$ cat src/jmpp_pkg.sv
package jmpp_pkg;

   // Display geometry
   localparam int unsigned DISPLAY_WIDTH  = 240;
   localparam int unsigned DISPLAY_HEIGHT = 240;

   // Configuration register indexes
   localparam logic [2:0] CSR_MCU_BLOCKS_ACROSS = 3'd0;
   localparam logic [2:0] CSR_MCU_BLOCKS_DOWN   = 3'd1;
   localparam logic [2:0] CSR_IMAGE_WIDTH       = 3'd2;
   localparam logic [2:0] CSR_IMAGE_HEIGHT      = 3'd3;
   localparam logic [2:0] CSR_ORIGIN_X          = 3'd4;
   localparam logic [2:0] CSR_ORIGIN_Y          = 3'd5;

   localparam int unsigned CSR_INDEX_WIDTH = 3;
   localparam int unsigned CSR_DATA_WIDTH  = 16;

   // Image coordinate width: 13-bit MCU origin plus up to 15 inside the MCU
   localparam int unsigned IMG_WIDTH = 14;

   typedef struct packed {
      logic [7:0] red;
      logic [7:0] green;
      logic [7:0] blue;
      logic       frame_start;
   } req_payload_type;

   typedef struct packed {
      logic [15:0] pixel_address;
      logic [15:0] pixel_word;
   } rsp_payload_type;

   typedef struct packed {
      logic [1:0]         mcu_blocks_across;
      logic [1:0]         mcu_blocks_down;
      logic [11:0]        image_width;
      logic [11:0]        image_height;
      logic signed [15:0] origin_x;
      logic signed [15:0] origin_y;
   } cfg_type;

   // Pixel in image coordinates, between the position and clip stages
   typedef struct packed {
      logic [IMG_WIDTH-1:0] img_x;
      logic [IMG_WIDTH-1:0] img_y;
      logic [7:0]           red;
      logic [7:0]           green;
      logic [7:0]           blue;
   } place_type;

endpackage

$ cat src/jmpp_csr.sv
module jmpp_csr
   import jmpp_pkg::*;
(
   input  logic                       clock,
   input  logic                       reset,
   input  logic                       csr_write_enable,
   input  logic [CSR_INDEX_WIDTH-1:0] csr_index,
   input  logic [CSR_DATA_WIDTH-1:0]  csr_write_data,
   output cfg_type                    cfg
);

   cfg_type cfg_ff;
   cfg_type cfg_in;

   // Decode the register write
   always_comb begin
      cfg_in = cfg_ff;
      if (csr_write_enable) begin
         unique case (csr_index)
            CSR_MCU_BLOCKS_ACROSS: cfg_in.mcu_blocks_across = csr_write_data[1:0];
            CSR_MCU_BLOCKS_DOWN:   cfg_in.mcu_blocks_down   = csr_write_data[1:0];
            CSR_IMAGE_WIDTH:       cfg_in.image_width       = csr_write_data[11:0];
            CSR_IMAGE_HEIGHT:      cfg_in.image_height      = csr_write_data[11:0];
            CSR_ORIGIN_X:          cfg_in.origin_x          = $signed(csr_write_data);
            CSR_ORIGIN_Y:          cfg_in.origin_y          = $signed(csr_write_data);
            default:               cfg_in = cfg_ff;
         endcase
      end
   end

   always_ff @(posedge clock) begin
      if (reset) begin
         cfg_ff.mcu_blocks_across <= 2'd1;
         cfg_ff.mcu_blocks_down   <= 2'd1;
         cfg_ff.image_width       <= '0;
         cfg_ff.image_height      <= '0;
         cfg_ff.origin_x          <= '0;
         cfg_ff.origin_y          <= '0;
      end else begin
         cfg_ff <= cfg_in;
      end
   end

   assign cfg = cfg_ff;

endmodule

$ cat src/jmpp_position.sv
module jmpp_position
   import jmpp_pkg::*;
(
   input  logic            clock,
   input  logic            reset,
   input  cfg_type         cfg,
   input  logic            req_valid,
   output logic            req_stall,
   input  req_payload_type req_payload,
   output logic            place_valid,
   input  logic            place_stall,
   output place_type       place
);

   logic [12:0] mcu_x_ff, mcu_x_in;
   logic [12:0] mcu_y_ff, mcu_y_in;
   logic [1:0]  block_ff, block_in;
   logic [2:0]  row_ff, row_in;
   logic [2:0]  col_ff, col_in;
   logic        valid_ff, valid_in;
   place_type   place_ff, place_in;

   logic        load;
   logic        accept;
   logic        across2;
   logic        down2;
   logic [12:0] cur_x;
   logic [12:0] cur_y;
   logic [1:0]  cur_block;
   logic [2:0]  cur_row;
   logic [2:0]  cur_col;
   logic        bcol;
   logic [1:0]  brow;
   logic [2:0]  block_count;
   logic [IMG_WIDTH-1:0] next_x_sum;
   logic [IMG_WIDTH-1:0] next_y_sum;

   // Stage handshake: load when empty or when the clip stage takes the item
   assign load      = !valid_ff || !place_stall;
   assign req_stall = !load;
   assign accept    = req_valid && load;

   assign across2 = cfg.mcu_blocks_across[1];
   assign down2   = cfg.mcu_blocks_down[1];

   // Apply frame start before placing this pixel
   always_comb begin
      if (req_payload.frame_start) begin
         cur_x     = '0;
         cur_y     = '0;
         cur_block = '0;
         cur_row   = '0;
         cur_col   = '0;
      end else begin
         cur_x     = mcu_x_ff;
         cur_y     = mcu_y_ff;
         cur_block = block_ff;
         cur_row   = row_ff;
         cur_col   = col_ff;
      end
   end

   // Block position inside the MCU
   assign bcol = across2 ? cur_block[0] : 1'b0;
   assign brow = across2 ? {1'b0, cur_block[1]} : cur_block;

   always_comb begin
      place_in.img_x = {1'b0, cur_x} + IMG_WIDTH'({bcol, cur_col});
      place_in.img_y = {1'b0, cur_y} + IMG_WIDTH'({brow, cur_row});
      place_in.red   = req_payload.red;
      place_in.green = req_payload.green;
      place_in.blue  = req_payload.blue;
   end

   assign block_count = across2 ? (down2 ? 3'd4 : 3'd2) : (down2 ? 3'd2 : 3'd1);
   assign next_x_sum  = {1'b0, cur_x} + (across2 ? IMG_WIDTH'(16) : IMG_WIDTH'(8));
   assign next_y_sum  = {1'b0, cur_y} + (down2 ? IMG_WIDTH'(16) : IMG_WIDTH'(8));

   // Advance column, row, block, then MCU
   always_comb begin
      mcu_x_in = mcu_x_ff;
      mcu_y_in = mcu_y_ff;
      block_in = block_ff;
      row_in   = row_ff;
      col_in   = col_ff;
      if (accept) begin
         mcu_x_in = cur_x;
         mcu_y_in = cur_y;
         block_in = cur_block;
         row_in   = cur_row;
         col_in   = cur_col + 3'd1;
         if (cur_col == 3'd7) begin
            row_in = cur_row + 3'd1;
            if (cur_row == 3'd7) begin
               if (({1'b0, cur_block} + 3'd1) < block_count) begin
                  block_in = cur_block + 2'd1;
               end else begin
                  block_in = '0;
                  mcu_x_in = next_x_sum[12:0];
                  if (next_x_sum >= {2'b0, cfg.image_width}) begin
                     mcu_x_in = '0;
                     if (!cur_y[12]) begin
                        mcu_y_in = next_y_sum[12:0];
                     end
                  end
               end
            end
         end
      end
   end

   assign valid_in = load ? req_valid : valid_ff;

   always_ff @(posedge clock) begin
      if (reset) begin
         mcu_x_ff <= '0;
         mcu_y_ff <= '0;
         block_ff <= '0;
         row_ff   <= '0;
         col_ff   <= '0;
         valid_ff <= 1'b0;
      end else begin
         mcu_x_ff <= mcu_x_in;
         mcu_y_ff <= mcu_y_in;
         block_ff <= block_in;
         row_ff   <= row_in;
         col_ff   <= col_in;
         valid_ff <= valid_in;
      end
   end

   // Hold the payload unless a new transaction loads
   always_ff @(posedge clock) begin
      if (accept) begin
         place_ff <= place_in;
      end
   end

   assign place_valid = valid_ff;
   assign place       = place_ff;

   a_frame_start_origin: assert property (@(posedge clock) disable iff (reset)
      (accept && req_payload.frame_start) |=>
         (valid_ff && place_ff.img_x == '0 && place_ff.img_y == '0))
      else $error("frame start did not place pixel at image origin");

   a_hold_on_stall: assert property (@(posedge clock) disable iff (reset)
      (valid_ff && place_stall) |=> (valid_ff && $stable(place_ff)))
      else $error("stalled pixel changed in position stage");

   a_row_steps_on_wrap: assert property (@(posedge clock) disable iff (reset)
      (accept && !req_payload.frame_start && col_ff != 3'd7) |=>
         (row_ff == $past(row_ff)))
      else $error("row advanced without column wrap");

endmodule

$ cat src/jmpp_clip.sv
module jmpp_clip
   import jmpp_pkg::*;
(
   input  logic            clock,
   input  logic            reset,
   input  cfg_type         cfg,
   input  logic            place_valid,
   output logic            place_stall,
   input  place_type       place,
   output logic            rsp_valid,
   input  logic            rsp_stall,
   output rsp_payload_type rsp_payload
);

   logic            valid_ff, valid_in;
   rsp_payload_type rsp_ff, rsp_in;

   logic               load;
   logic               visible;
   logic signed [17:0] sx;
   logic signed [17:0] sy;
   logic [31:0]        addr_full;

   // Output register loads when empty or when the receiver takes it
   assign load        = !valid_ff || !rsp_stall;
   assign place_stall = !load;

   // Display coordinate at full width
   assign sx = 18'(cfg.origin_x) + $signed({4'b0, place.img_x});
   assign sy = 18'(cfg.origin_y) + $signed({4'b0, place.img_y});

   // Clip to the image and to the display
   assign visible = (place.img_x < {2'b0, cfg.image_width}) &&
                    (place.img_y < {2'b0, cfg.image_height}) &&
                    !sx[17] && (sx < $signed(18'(DISPLAY_WIDTH))) &&
                    !sy[17] && (sy < $signed(18'(DISPLAY_HEIGHT)));

   assign addr_full = 32'(unsigned'(sy)) * 32'(DISPLAY_WIDTH) + 32'(unsigned'(sx));

   // Pack RGB565 and swap bytes
   always_comb begin
      rsp_in.pixel_address = addr_full[15:0];
      rsp_in.pixel_word    = {place.green[4:2], place.blue[7:3],
                              place.red[7:3], place.green[7:5]};
   end

   assign valid_in = load ? (place_valid && visible) : valid_ff;

   always_ff @(posedge clock) begin
      if (reset) begin
         valid_ff <= 1'b0;
      end else begin
         valid_ff <= valid_in;
      end
   end

   always_ff @(posedge clock) begin
      if (load) begin
         rsp_ff <= rsp_in;
      end
   end

   assign rsp_valid   = valid_ff;
   assign rsp_payload = rsp_ff;

endmodule

$ cat src/jpeg_mcu_pixel_placer_unit.sv
// JPEG MCU pixel placer.
// Decoded pixels enter on the req_ channel one transaction per pixel, in MCU
// buffer order (8x8 blocks, row-major, one or two blocks across and down).
// Each visible pixel leaves on the rsp_ channel as a framebuffer address and
// a byte-swapped RGB565 word; pixels outside the image or the display are
// dropped and produce no transaction.
// The csr_ port writes the MCU shape, image size and display origin; write it
// only while no pixel is in flight.
// An accepted pixel passes through a register for the image position and
// one for the clipped output.
// Throughput: one pixel per cycle while the receiver does not stall.
// Reset clears the MCU position and loads the register defaults; a pixel with
// frame_start set restarts the position at the image origin.
// When the receiver stalls, the output register holds its transaction and the
// position stage, if empty, can still take one more pixel before req_stall rises.
module jpeg_mcu_pixel_placer_unit
   import jmpp_pkg::*;
(
   input  logic                       clock,
   input  logic                       reset,
   input  logic                       req_valid,
   output logic                       req_stall,
   input  req_payload_type            req_payload,
   output logic                       rsp_valid,
   input  logic                       rsp_stall,
   output rsp_payload_type            rsp_payload,
   input  logic                       csr_write_enable,
   input  logic [CSR_INDEX_WIDTH-1:0] csr_index,
   input  logic [CSR_DATA_WIDTH-1:0]  csr_write_data
);

   cfg_type   cfg;
   logic      place_valid;
   logic      place_stall;
   place_type place;

   jmpp_csr u_csr (
      .clock            (clock),
      .reset            (reset),
      .csr_write_enable (csr_write_enable),
      .csr_index        (csr_index),
      .csr_write_data   (csr_write_data),
      .cfg              (cfg)
   );

   jmpp_position u_position (
      .clock       (clock),
      .reset       (reset),
      .cfg         (cfg),
      .req_valid   (req_valid),
      .req_stall   (req_stall),
      .req_payload (req_payload),
      .place_valid (place_valid),
      .place_stall (place_stall),
      .place       (place)
   );

   jmpp_clip u_clip (
      .clock       (clock),
      .reset       (reset),
      .cfg         (cfg),
      .place_valid (place_valid),
      .place_stall (place_stall),
      .place       (place),
      .rsp_valid   (rsp_valid),
      .rsp_stall   (rsp_stall),
      .rsp_payload (rsp_payload)
   );

endmodule
$ cat config.mk
export PLATFORM = sky130hd
export DESIGN_NAME = jpeg_mcu_pixel_placer_unit
export DESIGN_NICKNAME = d
export VERILOG_FILES = /design/src/jmpp_pkg.sv /design/src/jmpp_csr.sv /design/src/jmpp_position.sv /design/src/jmpp_clip.sv /design/src/jpeg_mcu_pixel_placer_unit.sv
export SDC_FILE = /design/constraint.sdc
export NUM_CORES = 1
export LEC_CHECK = 0
export ABC_AREA = 0
export BUFFER_PORTS_ARGS = -buffer_cell sky130_fd_sc_hd__clkbuf_2
export CAP_MARGIN = 40
export CORE_MARGIN = 5
export CORE_UTILIZATION = 66
export DETAILED_ROUTE_END_ITERATION = 6
export MAX_ROUTING_LAYER = met4
export PLACE_DENSITY_LB_ADDON = 0.15
export SETUP_SLACK_MARGIN = 0.02
export SLEW_MARGIN = 20
export SYNTH_ARGS = -nofsm -noshare
export SYNTH_HDL_FRONTEND = slang
export SYNTH_SLANG_ARGS = --single-unit
$ cat constraint.sdc
create_clock -name clock -period 13.1 [get_ports clock]
set_input_delay 0.655 -clock clock [delete_from_list [all_inputs] [get_ports clock]]
set_output_delay 0.655 -clock clock [all_outputs]
set_load 0.02 [all_outputs]
==> out/results.txt <==
Pwr Density: 133 mW/mm^2
Top delay family on crit path: adder cells
HP Class: in2reg
Setup Buffers After CTS: 0
Cell mode on critical path: fa_1
Final setup vio count: 0
Max FO, Critical Path: 4
FP Rows: 46
Synth top cells by count: nand2_1, ha_1, a21oi_1, inv_1, dfxtp_1
CP max stage delay: 0.53 ns
Synth-to-Final Area Change: 10.6%
CTS tree: built
Top post-synthesis cells by area: edfxtp_1, dfxtp_1, ha_1
Buf/Inv on CP: 3
Final Hold Viols: 0
Slew headroom: 45.0%
Drt pass-1 iters: 5
DIE AREA: 0.0190 mm^2
HPWL Detailed: 18400 um
Post-Syn Area: 0.0108 mm^2
Ys async rst share: 0%
Crit Path Category: reg2reg
Die Ht: 138 um
Worst Setup End Kind: flip-flop
Initial DRC count: 459
Clock Latency Late Sink: 0.44 ns
Startpoint Class: flip-flop
Root buf cell: clkbuf_16
Vias per Instance: 5.78
IO Port Bufs: 74
Pleak: 4.97 nW
Post-Syn Nets: 1356
Global-route wire length before repair: 39400 um
Yosys top cell area share: 21.2%
CORE AREA: 0.0159 mm^2
Placed insts: 1436
Chip width: 138 um
Peak VDD IR: 0.0947 mV
#FFs+latches synth: 170
Required @ worst endpoint: 13.38 ns
Largest net degree at the start of global routing: 64
Critical Path, Cell by Cell: ha_1, inv_1, fa_1, xnor2_1, fa_1, fa_1, inv_1, fa_1, inv_1, ha_1, o21ai_0, a21boi_0, o21ai_0, a21boi_0, o21ai_0, a2111o_1, o211ai_1
Final wirelength: 24300 um
Overflow left after global routing: 0
Gr usage total: 27.2%
RSZ-0062 raised after global routing: false
Post-route DRC: 0
Max-slew violation count: 0
Final nets: 1420
Final Wtd Congestion: 0.956
Worst Skew: 0.00962 ns
Syn. warnings: 0
Ratio of cells with drive above 1 in the final layout: 10.7%
Syn avg cell area: 9.16 um^2
Drt wl/cell: 16.5 um
CP max stage cell: fa_1
CTS Sinks: 170
Total CTS buffers: 17
Clk pin slew, worst setup/hold paths: 0.07 ns
Fillcell total: 1172
Minimum clock period: 5.32 ns
Sequential fraction of the synthesis area: 38.7%
Number of global-route vias before repair: 8301
Initial antenna violation count: 1
Final non-filler cell total: 1469
Data arrival, critical path: 5.60 ns
Distinct cell type count after synthesis: 79
Status: finished clean
Max clock buf depth: 2
Yosys top cell by area: edfxtp_1
Synthesized instance count: 1175
Period utilization: 40.6%
I/O pins: 83
Max Clk Rate: 0.188 GHz
H-tree depth: 4
Worst-Margin Slew: 0.821 ns
Setup TNS: 0 ns
# resized after CTS: 0
MaxCap Viol Count: 0
EDFF count, synth: 76
Initial Utilization: 67.5%
ANT nets after route: 0
Via count: 8491
Post-synth top flop: dfxtp_1
Most frequent cell after synthesis: nand2_1
Post-CTS Hold Buffers: 0
-- power by group --
| group | internal, mW | switching, mW | total [mW] |
|---|---|---|---|
| clock network | 0.258 | 0.244 | 0.502 |
| registers | 0.608 | 0.0138 | 0.622 |
| logic | 0.196 | 0.266 | 0.462 |
| total | 1.06 | 0.524 | 1.59 |
-- cell usage in the layout, fill, tap and decap left out, drive strengths merged, types with 21 or more instances in the layout --
cell	instances
inv	113
nand3	21
o21ai	33
nor2b	29
nand2	165
a21oi	107
nand2b	25
clkbuf	91
edfxtp	76
xnor2	51
nor2	83
dfxtp	94
ha	112
nor3	24
xor2	26
-- through the flow --
step	hold WS [ns]	area, um^2	total power, mW	worst slack (ns)	utilization, %
after floorplan	0.400	10800	0.989	8.31	-
after global placement	0.400	11300	1.08	7.90	71.0
after detailed placement	0.405	11300	1.09	7.78	71.0
after CTS	0.379	11900	1.59	7.77	74.7
after global routing	0.376	11900	1.68	7.40	74.7
final	0.392	11900	1.59	7.78	74.7
-- final timing paths --
| path | start | end | slack (ns) | cells past startpoint |
|---|---|---|---|---|
| worst max-delay path | u_position.place[24] | u_clip.rsp_payload[30] | 7.78 | 17 |
| worst min-delay path | req_payload[11] | u_position.place[10] | 0.39 | 1 |
| worst max register to register | u_position.place[24] | u_clip.rsp_payload[30] | 7.78 | 17 |
| worst min register to register | u_position.place[20] | u_clip.rsp_payload[4] | 0.42 | 0 |
-- metal layers --
metal  track usage [%]  up-vias  share of wire [%]
met1              32.5     3998                 42
li1                  -     4240                  -
met5                 -        -                  0
met3              4.64       49                4.9
met4              8.12        0                2.4
met2              47.2      204                 50
-- layout make-up --
cell class / count / area (um^2) / area share [%]
Multi-Input combinational cell: 868 / 6090 / 51.1
Sequential cell: 170 / 4160 / 35.0
Clock buffer: 17 / 425 / 3.57
Timing Repair Buffer: 80 / 419 / 3.52
Inverter: 102 / 383 / 3.21
Tap cell: 216 / 270 / 2.27
Clock inverter: 15 / 163 / 1.37
Antenna cell: 1 / 2.50 / 0.0210
-- cell families (layout without fill, tap and decap cells) --
logic type,after synthesis,count (layout),synth area share [%]
and+or+nand+nor,408,408,18.2
AOI/OAI and AO/OA,245,245,14.7
DFF,170,170,38.7
buffers and inverters,137,214,4.85
adders and majority gates,133,133,16.8
xor gates and xnor gates,78,78,6.47
muxes,4,4,0.372
other,0,1,0
-- sequential cells by signal, indices dropped and copies added, names as in the netlist --
register	count
u_csr.cfg	58
u_position.place_valid	1
u_position.mcu_x_ff	13
u_position.row_ff	3
u_clip.rsp_valid	1
u_clip.rsp_payload	32
u_position.place	44
u_position.block_ff	2
u_position.mcu_y_ff	13
u_position.col_ff	3
(Power assumes the default switching activity.)
